## config.mk

```make
export PLATFORM = sky130hd
export DESIGN_NAME = rpn_stack_evaluator
export DESIGN_NICKNAME = d
export VERILOG_FILES = /design/src/rtl/rpn_pkg.sv /design/src/rtl/rpn_front.sv /design/src/rtl/rpn_cmd_fifo.sv /design/src/rtl/rpn_div.sv /design/src/rtl/rpn_back.sv /design/src/rtl/rpn_stack_evaluator.sv
export VERILOG_INCLUDE_DIRS = /design/src /design/src/rtl
export SDC_FILE = /design/constraint.sdc
export NUM_CORES = 2
export LEC_CHECK = 0
export BUFFER_PORTS_ARGS = -buffer_cell sky130_fd_sc_hd__buf_4
export CAP_MARGIN = 15
export CORE_MARGIN = 8
export CORE_UTILIZATION = 25
export CTS_CLUSTER_SIZE = 24
export DETAILED_ROUTE_END_ITERATION = 8
export PLACE_DENSITY_LB_ADDON = 0.2
export SETUP_SLACK_MARGIN = 0.2
export SYNTH_ARGS = -nofsm -noshare
export SYNTH_HDL_FRONTEND = slang
export SYNTH_SLANG_ARGS = --single-unit
```

## constraint.sdc

```tcl
create_clock -name clk -period 10.6 [get_ports clk]
set_input_delay 2.12 -clock clk [delete_from_list [all_inputs] [get_ports clk]]
set_output_delay 2.12 -clock clk [all_outputs]
set_load 0.05 [all_outputs]
```

## src/rtl/rpn_stack_evaluator_assert.svh

```systemverilog
// Assertion macros shared by the operand stack evaluator modules.
`ifndef RPN_STACK_EVALUATOR_ASSERT_SVH
`define RPN_STACK_EVALUATOR_ASSERT_SVH

// A condition that must hold at every clock edge out of reset.
`define RPN_CHECK(lbl, cond, msg) \
  lbl: assert property (@(posedge clk) disable iff (!rst_n) (cond)) else $error(msg);

// A consequence that must hold in the same cycle as its trigger.
`define RPN_CHECK_NOW(lbl, ante, cons, msg) \
  lbl: assert property (@(posedge clk) disable iff (!rst_n) (ante) |-> (cons)) else $error(msg);

// A consequence that must hold in the cycle after its trigger.
`define RPN_CHECK_NEXT(lbl, ante, cons, msg) \
  lbl: assert property (@(posedge clk) disable iff (!rst_n) (ante) |=> (cons)) else $error(msg);

`endif

```

## src/rtl/rpn_pkg.sv

```systemverilog
// Shared types, codes and constants of the operand stack evaluator.
package rpn_pkg;

  localparam int STACK_DEPTH_DEF = 16;
  localparam int FRAC_BITS_DEF   = 16;
  localparam int QUEUE_DEPTH     = 4;
  localparam int WORD_W          = 32;

  localparam logic [2:0] CMD_PUSH = 3'd0;
  localparam logic [2:0] CMD_ADD  = 3'd1;
  localparam logic [2:0] CMD_SUB  = 3'd2;
  localparam logic [2:0] CMD_MUL  = 3'd3;
  localparam logic [2:0] CMD_DIV  = 3'd4;

  localparam logic [2:0] ST_OK    = 3'd0;
  localparam logic [2:0] ST_UNDER = 3'd1;
  localparam logic [2:0] ST_OVER  = 3'd2;
  localparam logic [2:0] ST_DIVZ  = 3'd3;
  localparam logic [2:0] ST_SAT   = 3'd4;

  localparam logic [WORD_W-1:0] SAT_MAX = 32'h7FFF_FFFF;
  localparam logic [WORD_W-1:0] SAT_MIN = 32'h8000_0000;

  typedef struct packed {
    logic [2:0]               cmd;
    logic signed [WORD_W-1:0] operand_value;
  } in_req_t;

  typedef struct packed {
    logic signed [WORD_W-1:0] top_value;
    logic [4:0]               entry_count;
    logic [2:0]               status_code;
    logic                     is_void;
  } out_rsp_t;

  typedef enum logic [2:0] {
    OP_PUSH,
    OP_ADD,
    OP_SUB,
    OP_MUL,
    OP_DIV,
    OP_NOP
  } op_t;

  typedef struct packed {
    op_t               op;
    logic [WORD_W-1:0] value;
  } q_entry_t;

  typedef struct packed {
    logic empty;
    logic full;
  } q_stat_t;

  typedef struct packed {
    logic              done;
    logic              sat;
    logic [WORD_W-1:0] quot;
  } div_rsp_t;

endpackage

```

## src/rtl/rpn_front.sv

```systemverilog
// Front end: takes requests and decodes each command into a queue entry.
module rpn_front import rpn_pkg::*; (
  input  logic     in_valid,
  output logic     in_stall,
  input  in_req_t  in_req,
  input  q_stat_t  q_stat,
  output logic     q_push,
  output q_entry_t q_wdata
);

  assign in_stall = q_stat.full;
  assign q_push   = in_valid && !q_stat.full;

  always_comb begin
    q_wdata.value = in_req.operand_value;
    unique case (in_req.cmd)
      CMD_PUSH: q_wdata.op = OP_PUSH;
      CMD_ADD:  q_wdata.op = OP_ADD;
      CMD_SUB:  q_wdata.op = OP_SUB;
      CMD_MUL:  q_wdata.op = OP_MUL;
      CMD_DIV:  q_wdata.op = OP_DIV;
      default:  q_wdata.op = OP_NOP;
    endcase
  end

endmodule

```

## src/rtl/rpn_cmd_fifo.sv

```systemverilog
// Short command queue between the front end and the execution back end.
`include "rpn_stack_evaluator_assert.svh"

module rpn_cmd_fifo import rpn_pkg::*; (
  input  logic     clk,
  input  logic     rst_n,
  input  logic     push,
  input  q_entry_t wdata,
  input  logic     pop,
  output q_entry_t rdata,
  output q_stat_t  stat
);

  localparam int PW = $clog2(QUEUE_DEPTH);
  localparam int CW = $clog2(QUEUE_DEPTH + 1);

  q_entry_t        slot_r [QUEUE_DEPTH];
  logic [PW-1:0]   wr_ptr_r;
  logic [PW-1:0]   rd_ptr_r;
  logic [CW-1:0]   cnt_r;
  logic            wr_en;
  logic            rd_en;

  assign stat.empty = (cnt_r == '0);
  assign stat.full  = (cnt_r == CW'(QUEUE_DEPTH));
  assign wr_en      = push && !stat.full;
  assign rd_en      = pop && !stat.empty;
  assign rdata      = slot_r[rd_ptr_r];

  always_ff @(posedge clk) begin
    if (wr_en) begin
      slot_r[wr_ptr_r] <= wdata;
    end
  end

  always_ff @(posedge clk) begin
    if (!rst_n) begin
      wr_ptr_r <= '0;
      rd_ptr_r <= '0;
      cnt_r    <= '0;
    end else begin
      if (wr_en) begin
        wr_ptr_r <= (wr_ptr_r == PW'(QUEUE_DEPTH - 1)) ? '0 : wr_ptr_r + PW'(1);
      end
      if (rd_en) begin
        rd_ptr_r <= (rd_ptr_r == PW'(QUEUE_DEPTH - 1)) ? '0 : rd_ptr_r + PW'(1);
      end
      case ({wr_en, rd_en})
        2'b10:   cnt_r <= cnt_r + CW'(1);
        2'b01:   cnt_r <= cnt_r - CW'(1);
        default: cnt_r <= cnt_r;
      endcase
    end
  end

  `RPN_CHECK(a_q_count_bound, cnt_r <= CW'(QUEUE_DEPTH), "queue count above depth")
  `RPN_CHECK(a_q_ptr_match, wr_ptr_r == PW'(rd_ptr_r + cnt_r), "queue pointers disagree with count")

endmodule

```

## src/rtl/rpn_div.sv

```systemverilog
// Radix-2 restoring divider for the fixed-point quotient, one bit per cycle.
`include "rpn_stack_evaluator_assert.svh"

module rpn_div import rpn_pkg::*; #(
  parameter int FRAC_BITS = FRAC_BITS_DEF
) (
  input  logic              clk,
  input  logic              rst_n,
  input  logic              start,
  input  logic [WORD_W-1:0] dividend,
  input  logic [WORD_W-1:0] divisor,
  output div_rsp_t          rsp
);

  localparam int NW = WORD_W + FRAC_BITS;
  localparam int CW = $clog2(NW + 1);
  localparam int HW = NW - WORD_W + 1;

  logic              busy_r;
  logic [CW-1:0]     cnt_r;
  logic [NW-1:0]     num_r;
  logic [WORD_W-1:0] den_r;
  logic [WORD_W-1:0] rem_r;
  logic              neg_r;

  logic [WORD_W-1:0] mag_s;
  logic [WORD_W-1:0] mag_t;
  logic [WORD_W:0]   rem_sh;
  logic [WORD_W:0]   rem_dif;
  logic              ge;
  logic [HW-1:0]     hi;
  logic              over;
  logic [WORD_W-1:0] quot_val;

  always_comb begin
    mag_s   = dividend[WORD_W-1] ? (~dividend + WORD_W'(1)) : dividend;
    mag_t   = divisor[WORD_W-1] ? (~divisor + WORD_W'(1)) : divisor;
    rem_sh  = {rem_r, num_r[NW-1]};
    rem_dif = rem_sh - {1'b0, den_r};
    ge      = (rem_sh >= {1'b0, den_r});
    hi      = num_r[NW-1:WORD_W-1];
    // The quotient register holds the magnitude; the negative range reaches one further.
    if (neg_r) begin
      over     = (hi > HW'(1)) || ((hi == HW'(1)) && (|num_r[WORD_W-2:0]));
      quot_val = over ? SAT_MIN : (~num_r[WORD_W-1:0] + WORD_W'(1));
    end else begin
      over     = |hi;
      quot_val = over ? SAT_MAX : num_r[WORD_W-1:0];
    end
  end

  assign rsp.done = busy_r && (cnt_r == '0);
  assign rsp.sat  = over;
  assign rsp.quot = quot_val;

  always_ff @(posedge clk) begin
    if (!rst_n) begin
      busy_r <= 1'b0;
      cnt_r  <= '0;
    end else if (start) begin
      busy_r <= 1'b1;
      cnt_r  <= CW'(NW);
    end else if (busy_r && (cnt_r != '0)) begin
      cnt_r <= cnt_r - CW'(1);
    end else if (rsp.done) begin
      busy_r <= 1'b0;
    end
  end

  always_ff @(posedge clk) begin
    if (start) begin
      num_r <= NW'(mag_s) << FRAC_BITS;
      den_r <= mag_t;
      rem_r <= '0;
      neg_r <= dividend[WORD_W-1] ^ divisor[WORD_W-1];
    end else if (busy_r && (cnt_r != '0)) begin
      num_r <= {num_r[NW-2:0], ge};
      rem_r <= ge ? rem_dif[WORD_W-1:0] : rem_sh[WORD_W-1:0];
    end
  end

  `RPN_CHECK_NOW(a_div_start_idle, start, !busy_r, "divide started while busy")

endmodule

```

## src/rtl/rpn_back.sv

```systemverilog
// Back end: operand stack, arithmetic sequencer and result register.
`include "rpn_stack_evaluator_assert.svh"

module rpn_back import rpn_pkg::*; #(
  parameter int STACK_DEPTH = STACK_DEPTH_DEF,
  parameter int FRAC_BITS   = FRAC_BITS_DEF
) (
  input  logic              clk,
  input  logic              rst_n,
  input  q_stat_t           q_stat,
  input  q_entry_t          q_rdata,
  output logic              q_pop,
  output logic              div_start,
  output logic [WORD_W-1:0] div_dividend,
  output logic [WORD_W-1:0] div_divisor,
  input  div_rsp_t          div_rsp,
  output logic              out_valid,
  input  logic              out_stall,
  output out_rsp_t          out_rsp
);

  localparam int AW = $clog2(STACK_DEPTH);
  localparam int FW = $clog2(STACK_DEPTH + 1);

  typedef enum logic [3:0] {
    BK_IDLE = 4'b0001,
    BK_READ = 4'b0010,
    BK_MUL  = 4'b0100,
    BK_DIV  = 4'b1000
  } bk_state_t;

  bk_state_t                state_r, state_nxt;
  logic [FW-1:0]            fill_r, fill_nxt;
  logic signed [WORD_W-1:0] top_r, top_nxt;
  op_t                      op_r;
  logic [WORD_W-1:0]        mem [STACK_DEPTH];
  logic signed [WORD_W-1:0] rd_q_r;
  logic signed [63:0]       prod_r;
  logic                     out_valid_r, out_valid_nxt;
  out_rsp_t                 out_rsp_r, out_rsp_nxt;

  logic                     mem_we;
  logic [AW-1:0]            wr_addr;
  logic [AW-1:0]            rd_addr;
  logic                     load_out;
  logic [2:0]               status;
  logic                     finish;
  logic [WORD_W-1:0]        fin_val;
  logic [WORD_W:0]          sum;
  logic                     sum_sat;
  logic signed [63:0]       prod_sh;
  logic                     mul_sat;

  assign wr_addr      = AW'(fill_r - FW'(1));
  assign rd_addr      = AW'(fill_r - FW'(2));
  assign div_dividend = rd_q_r;
  assign div_divisor  = top_r;
  assign out_valid    = out_valid_r;
  assign out_rsp      = out_rsp_r;

  always_comb begin
    if (op_r == OP_SUB) begin
      sum = {rd_q_r[WORD_W-1], rd_q_r} - {top_r[WORD_W-1], top_r};
    end else begin
      sum = {rd_q_r[WORD_W-1], rd_q_r} + {top_r[WORD_W-1], top_r};
    end
    sum_sat = (sum[WORD_W] != sum[WORD_W-1]);
    prod_sh = prod_r >>> FRAC_BITS;
    mul_sat = !((&prod_sh[63:WORD_W-1]) || (~|prod_sh[63:WORD_W-1]));
  end

  always_comb begin
    state_nxt = state_r;
    fill_nxt  = fill_r;
    top_nxt   = top_r;
    q_pop     = 1'b0;
    div_start = 1'b0;
    mem_we    = 1'b0;
    load_out  = 1'b0;
    status    = ST_OK;
    finish    = 1'b0;
    fin_val   = '0;

    unique case (state_r)
      BK_IDLE: begin
        if (!q_stat.empty && !out_valid_r) begin
          q_pop = 1'b1;
          case (q_rdata.op) inside
            OP_PUSH: begin
              load_out = 1'b1;
              if (fill_r == FW'(STACK_DEPTH)) begin
                status = ST_OVER;
              end else begin
                // The old top moves down into the memory; the new value stays cached.
                mem_we   = (fill_r != '0);
                top_nxt  = q_rdata.value;
                fill_nxt = fill_r + FW'(1);
              end
            end
            OP_ADD, OP_SUB, OP_MUL, OP_DIV: begin
              if (fill_r < FW'(2)) begin
                load_out = 1'b1;
                status   = ST_UNDER;
              end else begin
                state_nxt = BK_READ;
              end
            end
            default: begin
              load_out = 1'b1;
            end
          endcase
        end
      end
      BK_READ: begin
        case (op_r) inside
          OP_ADD, OP_SUB: begin
            finish  = 1'b1;
            fin_val = sum_sat ? (sum[WORD_W] ? SAT_MIN : SAT_MAX) : sum[WORD_W-1:0];
            status  = sum_sat ? ST_SAT : ST_OK;
          end
          OP_MUL: begin
            state_nxt = BK_MUL;
          end
          OP_DIV: begin
            if (top_r == '0) begin
              finish  = 1'b1;
              fin_val = rd_q_r[WORD_W-1] ? SAT_MIN : SAT_MAX;
              status  = ST_DIVZ;
            end else begin
              div_start = 1'b1;
              state_nxt = BK_DIV;
            end
          end
          default: begin
            state_nxt = BK_IDLE;
          end
        endcase
      end
      BK_MUL: begin
        finish  = 1'b1;
        fin_val = mul_sat ? (prod_sh[63] ? SAT_MIN : SAT_MAX) : prod_sh[WORD_W-1:0];
        status  = mul_sat ? ST_SAT : ST_OK;
      end
      BK_DIV: begin
        if (div_rsp.done) begin
          finish  = 1'b1;
          fin_val = div_rsp.quot;
          status  = div_rsp.sat ? ST_SAT : ST_OK;
        end
      end
      default: begin
        state_nxt = BK_IDLE;
      end
    endcase

    if (finish) begin
      top_nxt   = fin_val;
      fill_nxt  = fill_r - FW'(1);
      load_out  = 1'b1;
      state_nxt = BK_IDLE;
    end

    out_rsp_nxt.top_value   = (fill_nxt != '0) ? top_nxt : '0;
    out_rsp_nxt.entry_count = 5'(fill_nxt);
    out_rsp_nxt.status_code = status;
    out_rsp_nxt.is_void     = (fill_nxt == '0);

    if (load_out) begin
      out_valid_nxt = 1'b1;
    end else if (out_valid_r && !out_stall) begin
      out_valid_nxt = 1'b0;
    end else begin
      out_valid_nxt = out_valid_r;
    end
  end

  always_ff @(posedge clk) begin
    if (mem_we) begin
      mem[wr_addr] <= top_r;
    end
    rd_q_r <= mem[rd_addr];
  end

  always_ff @(posedge clk) begin
    top_r  <= top_nxt;
    prod_r <= 64'(rd_q_r) * 64'(top_r);
    if (q_pop) begin
      op_r <= q_rdata.op;
    end
    if (load_out) begin
      out_rsp_r <= out_rsp_nxt;
    end
  end

  always_ff @(posedge clk) begin
    if (!rst_n) begin
      state_r     <= BK_IDLE;
      fill_r      <= '0;
      out_valid_r <= 1'b0;
    end else begin
      state_r     <= state_nxt;
      fill_r      <= fill_nxt;
      out_valid_r <= out_valid_nxt;
    end
  end

  `RPN_CHECK(a_fill_bound, fill_r <= FW'(STACK_DEPTH), "entry count above stack depth")
  `RPN_CHECK_NOW(a_busy_no_result, state_r != BK_IDLE, !out_valid_r, "result pending during work")
  `RPN_CHECK_NEXT(a_div_pops_one, (state_r == BK_DIV) && div_rsp.done, fill_r == $past(fill_r) - FW'(1), "divide did not drop one entry")

endmodule

```

## src/rtl/rpn_stack_evaluator.sv

```systemverilog
// Top level of the reverse-Polish operand stack evaluator.
//
// Each request carries a command and a signed Q16.16 operand (FRAC_BITS
// fraction bits). A push places the operand on a stack of STACK_DEPTH
// entries; add, subtract, multiply and divide pop the top (T) and the entry
// below it (S) and push S+T, S-T, S*T or S/T. Every request produces exactly
// one response with the new top (zero when empty), the entry count (low five
// bits), a status code and an empty flag. Status is underflow when an
// operator finds fewer than two entries (stack unchanged), overflow when a
// push meets a full stack (value dropped), divide by zero when T is zero (the
// result saturates toward the sign of S), and saturated when a sum, product
// or quotient leaves the 32-bit range and was clamped. Products round toward
// minus infinity and quotients truncate toward zero. Unknown commands leave
// the stack alone and report ok. Requests enter a four-entry command queue,
// so the input keeps accepting while a response waits for the consumer.
// The back end executes one command at a time and takes the next one only
// after the previous response has left the output register. A push is
// answered from the idle state, add and subtract after a registered read
// of the second entry, multiply after one registered multiply and then the
// shift and clamp, and divide when the radix-2 divider, which retires one
// quotient bit per cycle, is done. An output stall holds off the next
// command. The top of stack lives in a register and the deeper entries in
// a memory with one write and one registered read port; the memory is never
// cleared, because only entries that were written are ever read.
module rpn_stack_evaluator import rpn_pkg::*; #(
  parameter int STACK_DEPTH = STACK_DEPTH_DEF,
  parameter int FRAC_BITS   = FRAC_BITS_DEF
) (
  input  logic     clk,
  input  logic     rst_n,
  input  logic     in_valid,
  output logic     in_stall,
  input  in_req_t  in_req,
  output logic     out_valid,
  input  logic     out_stall,
  output out_rsp_t out_rsp
);

  // Queue handshake between the decoder and the sequencer.
  q_stat_t           q_stat;
  logic              q_push;
  logic              q_pop;
  q_entry_t          q_wdata;
  q_entry_t          q_rdata;

  // Divider hookup; the sequencer starts it and waits for done.
  logic              div_start;
  logic [WORD_W-1:0] div_dividend;
  logic [WORD_W-1:0] div_divisor;
  div_rsp_t          div_rsp;

  rpn_front u_front (
    .in_valid (in_valid),
    .in_stall (in_stall),
    .in_req   (in_req),
    .q_stat   (q_stat),
    .q_push   (q_push),
    .q_wdata  (q_wdata)
  );

  rpn_cmd_fifo u_fifo (
    .clk   (clk),
    .rst_n (rst_n),
    .push  (q_push),
    .wdata (q_wdata),
    .pop   (q_pop),
    .rdata (q_rdata),
    .stat  (q_stat)
  );

  rpn_div #(
    .FRAC_BITS (FRAC_BITS)
  ) u_div (
    .clk      (clk),
    .rst_n    (rst_n),
    .start    (div_start),
    .dividend (div_dividend),
    .divisor  (div_divisor),
    .rsp      (div_rsp)
  );

  rpn_back #(
    .STACK_DEPTH (STACK_DEPTH),
    .FRAC_BITS   (FRAC_BITS)
  ) u_back (
    .clk          (clk),
    .rst_n        (rst_n),
    .q_stat       (q_stat),
    .q_rdata      (q_rdata),
    .q_pop        (q_pop),
    .div_start    (div_start),
    .div_dividend (div_dividend),
    .div_divisor  (div_divisor),
    .div_rsp      (div_rsp),
    .out_valid    (out_valid),
    .out_stall    (out_stall),
    .out_rsp      (out_rsp)
  );

endmodule

```

# Yosys cells after proc, flatten, opt, wreduce, memory -nomap -nowiden
# Memory sizes are Yosys's and may differ from the RTL's. A register that Yosys moved wholly into a read port is not among the register bits.
# Cells that the tools add are included.
[classes] add_sub_neg=14 n_mul=1 n_div=0 n_lt_le_gt_ge=3 eq_ne=31 n_shift=0 mux=94 bitwise_logic=6 n_reduce_logical=39
[ops] cell="two-way mux 32 bit" n=20
[ops] cell="adder 32 x 1 -> 32 bit (second input constant)" n=3
[ops] cell="two-way mux 48 bit" n=2
[ops] cell="NOT 32 bit" n=3
[ops] cell="case mux 32 bit (3 select lines)" n=1
[ops] cell="multiplier 32 x 32 -> 64 bit" n=1
[ops] cell="OR reduction 17 bit" n=2
[ops] cell="adder 32 x 32 -> 33 bit" n=1
[ops] cell="greater-or-equal comparator 33 x 32 -> 1 bit" n=1
[ops] cell="two-way mux 1 bit" n=33
[ops] cell="two-way mux 33 bit" n=1
[ops] cell="subtractor 32 x 32 -> 33 bit" n=1
[ops] cell="zero test 32 bit" n=1
[ops] cell="two-way mux 4 bit" n=8
[ops] cell="subtractor 32 bit" n=1
[ops] cell="two-way mux 31 bit" n=1
[ops] cell="OR reduction 31 bit" n=1
[ops] cell="two-way mux 3 bit" n=10
[ops] cell="two-way mux 5 bit" n=5
[ops] cell="== test 3 x 2 -> 1 bit (second input constant)" n=6
[ops] cell="== test 17 x 1 -> 1 bit (second input constant)" n=1
[ops] cell="> comparator 17 x 1 -> 1 bit (second input constant)" n=1
[ops] cell="AND reduction 17 bit" n=1
[ops] cell="case mux 3 bit (5 select lines)" n=1
[ops] cell="other kinds (42)" n=82
[word_totals] ff_bits=277 latchBits=0 ramBits=652 mem_bits_ro=0 inputBits=39 out_inout_bits=43 n_memories=2
[memory_table] name="u_back.mem" words=16 word_bits=32 rd=1 rd_ports_with_merged_regs=1 wr=1 line="rpn_back.sv:36" source="logic [WORD_W-1:0] mem [STACK_DEPTH];"
[memory_table] name="u_fifo.slot_r" words=4 word_bits=35 rd=1 rd_ports_with_merged_regs=1 wr=1 line="rpn_cmd_fifo.sv:17" source="q_entry_t slot_r [QUEUE_DEPTH];"

# Depth between registers and ports, before layout
[depth] ltp_word=8 mapped_depth=31

# Modules after synthesis
# Synthesis repeated with hierarchy kept, for this count alone.
[unflattened] hier_cells=6902 area_unflattened_um2=78375.2
[by_module_without_submodules] mod="rpn_back" instances=1 cells_each=5519 area_per_inst_um2=63617.3 seq_area_each_um2=19138.4
[by_module_without_submodules] mod="rpn_div" instances=1 cells_each=1107 area_per_inst_um2=8889.8 seq_area_each_um2=3052.9
[by_module_without_submodules] mod="rpn_cmd_fifo" instances=1 cells_each=239 area_per_inst_um2=5596.6 seq_area_each_um2=4384.2
[by_module_without_submodules] mod="rpn_front" instances=1 cells_each=37 area_per_inst_um2=271.5 seq_area_each_um2=0.0

# Worst setup path before layout
# OpenSTA, ideal clock, no wires.
[synth_path] path_type="register to register" start="register u_back.rd_q_r[31], in the netlist u_back.div_dividend[31], read port of u_back.mem" end="register u_back.prod_r[62]" arrival_time_ps=8259 t_required_ps=10485 slack_ps=2226 path_stages_with_launch=29 path_buffers=3 path_cell_list="dfxtp_1 clkbuf_1 clkbuf_1 buf_1 nand2_1 inv_1 fa_1 inv_1 fa_1 inv_1 fa_1 fa_1 inv_1 fa_1 inv_1 fa_1 inv_1 fa_1 inv_1 fa_1 ha_1 a21o_1 a21o_1 a21oi_1 nand2_1 a311oi_1 nor4b_1 or4_1 and2_1"
[synth_between] elab_chain_cells=1
[synth_lines] element="from (decl)" line="rpn_back.sv:37" source="logic signed [WORD_W-1:0] rd_q_r;"
[synth_lines] element="multiplier 32 x 32 -> 64 bit" line="rpn_back.sv:186" source="prod_r <= 64'(rd_q_r) * 64'(top_r);"
[synth_lines] element="to (signal assigned)" line="rpn_back.sv:186"
[synth_lines] element="to (decl)" line="rpn_back.sv:38" source="logic signed [63:0] prod_r;"
# Every way passes these cells.
# A chain may end at the register's enable or synchronous reset.

# Final worst setup path
# Ends and elaborated chain as after synthesis.

==> impl_results.md <==
* Wire length on met1 at 113000 um
* RD Place Congestion at 0.907
* Die X at 571 um
* Fillcell total at 32100
* H-tree Lvls at 3
* Synth Area in XOR/XNOR at 2.40%
* Distinct cells, synth at 76
* Compound-Gate Fraction of Synth Area at 5.73%
* Gr ovfl total at 0
* Hold_sp: u_div.num_r[13]
* Met3 Routed Length at 12600 um
* Critical path capture point type: flip-flop
* Synth top cells by count: fa_1, inv_1, edfxtp_1
* Crit share post-route at 87.8%
* Mapped cell area at 77100 um^2
* Ys async rst share at 0%
* Clk root buf: clkbuf_16
* Ys Warns at 0
* Hold EP: u_div.num_r[14]
* Final wirelength at 252000 um
* Worst R2R Start: u_back.div_dividend[31]
* Share of the synthesized area in the top cell type at 29.6%
* RSZ-0062 raised after global routing: no
* Effective utilization at floorplan at 25.1%
* Highest Signal Layer: met5
* Max-cap viol count at 0
* TritonCTS clock tree: done
* Crit Path Max Fanout at 37
* Min-Delay Path Class: flip-flop to flip-flop
* Row Count at 204
* Number of flops mapped to enable cells by yosys at 761
* Layout area overhead at 12.1%
* Main combinational cell family by area after synthesis: adder cells
* Buffer count from post-CTS setup fixing at 0
* Setup TNS at 0 ns
* Max-slew headroom at 18.0%
* Antenna violations before repair at 19
* Wire per inst at 23.2 um
* Initial DRC count at 3222
* I/O Buffers at 81
* GR Util All Layers at 15.4%
* First-pass GRT wire length at 375000 um
* Worst Skew at 0.108 ns
* Layout cells sized above 1 at 10.3%
* Largest net degree at the start of global routing at 130
* CP Class: flip-flop to flip-flop
* Primary FF master, synth: edfxtp_1
* Vias per Instance at 4.60
* Ranking of synthesized cells by area: edfxtp_1, fa_1, mux4_2
* Data required, critical path at 11.26 ns
* Synth Register Bits at 947
* Most common cell in the netlist: fa_1
* Fmax at 0.107 GHz
* Critical path data arrival time at 9.98 ns
* Min Tclk post-route at 9.31 ns
* Mux cell area share after synthesis at 6.28%
* Post-DP HPWL at 179000 um
* Clk sink count at 947
* Synth area leader: edfxtp_1
* Synth Area in Simple Gates at 11.6%
* Status: complete, no violations
* Adder-cell share of the synthesized area at 32.4%
* Core Area at 308000 um^2
* Worst-Skew Late Latency at 0.79 ns
* Worst R2R Setup Slack at 1.29 ns
* Die height at 571 um
* Vias in the first global route at 54700
* Cells after synthesis at 6721
* Crit path launch type: flip-flop
* Post-CTS Hold Fix Bufs at 0
* Die area at 327000 um^2
* CTS resizes at 0
* Post-Syn Area per Cell at 11.5 um^2
* Final setup vio count at 0
* Critical R2R Capture: u_back.prod_r[62]
* # DRC at 0
* Sequential fraction of the synthesis area at 34.5%
* Met2 routed WL at 118000 um
* Layout net count at 8043
* Final ANT Viol Nets at 0
* DRT Pass-1 Iters at 8
* Final core occ at 28.1%
* Max Root-Sink Buffers at 3
* # IOs at 82
* Hold path depth at 2
* Vias at 50100
* Worst R2R Path Depth at 24
* Reg clk slew, reported paths at 0.06 ns
* Pins Over Slew Limit at 0
* Worst-margin pin slew at 1.23 ns
* Hold Fails Final Rpt at 0
* Syn_nets at 8108
* CTS Buf Count at 108
-- final cells by class --
cell class                 instances  area [um^2]  share of cell area (%)
timing repair buffer             219         1700                    1.97
clock inverter                    56          689                   0.797
antenna                            7         17.5                  0.0203
multi-input combinational       4305        45200                    52.3
sequential                       947        26700                    30.8
inverter                        1075         4040                    4.67
clock buffer                     146         3030                    3.50
tap                             4120         5150                    5.96
-- worst max-delay path: stages (launching register included) --
cell	delay, ns
dfxtp_2	0.82
buf_4	0.50
nand2_1	0.17
inv_1	0.15
fa_1	0.46
fa_1	0.54
fa_1	0.55
fa_1	0.96
inv_1	0.44
fa_1	0.60
inv_1	0.06
fa_1	0.54
inv_1	0.05
fa_1	0.47
inv_1	0.05
fa_1	0.45
ha_1	0.35
a21o_1	0.18
a21o_1	0.16
a21oi_1	0.21
nand2_1	0.11
a311oi_1	0.53
nor4b_1	0.17
or4_1	0.48
and2_1	0.16
-- kinds of logic (layout without fill, tap and decap cells) --
logic type               after synthesis  after routing
buffers and inverters               1469           1496
AND/OR/NAND/NOR                     1812           1812
multiplexers                         240            240
XOR/XNOR                             211            211
flip-flops                           947            947
AO/OA/AOI/OAI                        694            694
adder cells (fa/ha/maj)             1348           1348
other                                  0              7
-- sequential cells by signal, indices dropped and copies added (netlist names), named ones only --
name	count
u_back.op_r	3
u_back.div_dividend	32
u_div.cnt_r	6
u_fifo.slot_r	140
u_fifo.cnt_r	3
u_back.prod_r	48
u_div.rem_r	32
u_fifo.rd_ptr_r	2
u_fifo.wr_ptr_r	2
u_div.busy_r	1
u_div.num_r	48
u_back.fill_r	5
u_back.out_rsp	41
u_div.neg_r	1
u_back.out_valid	1
u_back.div_divisor	32
u_div.den_r	32
u_back.state_r	4
u_back.mem	512
-- cell usage in the layout, fill, tap and decap left out, types with 16 or more instances in the layout --
cell and count:
xor2_1 89, a211oi_1 42, a31oi_1 29, nor2_1 186, clkbuf_1 21, o221ai_1 21
nor2b_1 26, clkinv_2 18, nor2_4 16, and2_1 511, dfxtp_1 128, buf_4 213
nor3_1 53, and3_1 23, mux2i_1 45, fa_1 1084, dfxtp_2 56, or3_1 36
edfxtp_1 761, o21a_1 35, ha_1 263, o31ai_1 28, nand3_1 86, a21o_1 48
mux4_2 195, nor4_1 19, inv_1 1073, nand2_1 734, a21oi_1 193, clkbuf_16 109
clkbuf_8 16, nand2b_1 27, o21ai_0 158, o211ai_1 21, nand4_1 36, xnor2_1 121
-- worst max path at each step --
stage,start,cells past startpoint,end
after detailed placement,u_back.div_dividend[31],24,u_back.prod_r[62]
after global placement,u_back.div_dividend[31],24,u_back.prod_r[62]
final,u_back.div_dividend[31],24,u_back.prod_r[62]
after global routing,u_back.div_dividend[31],25,u_back.prod_r[63]
after floorplan,u_back.div_dividend[31],28,u_back.prod_r[62]
after CTS,u_back.div_dividend[31],24,u_back.prod_r[62]
-- metrics by stage --
step	instances	setup WS [ns]	instance area, um^2	hold slack, ns
6_report	10900	1.29	86500	0.474
3_3_place_gp	10700	1.23	82700	0.476
2_1_floorplan	6721	2.23	77100	0.453
3_5_place_dp	10700	1.18	82700	0.482
4_1_cts	10900	1.17	86500	0.465
5_1_grt	10900	0.684	86500	0.515
-- metal layers --
metal  track usage (%)  up-vias
met5                 0        -
met4              4.77        4
met3              2.24      340
met2              25.4     1262
met1              21.1    26600
li1                  -    21800
Power is left out: the tool's default activity adds up to more than one toggle a clock period on the data nets, which glitch-free logic cannot reach.
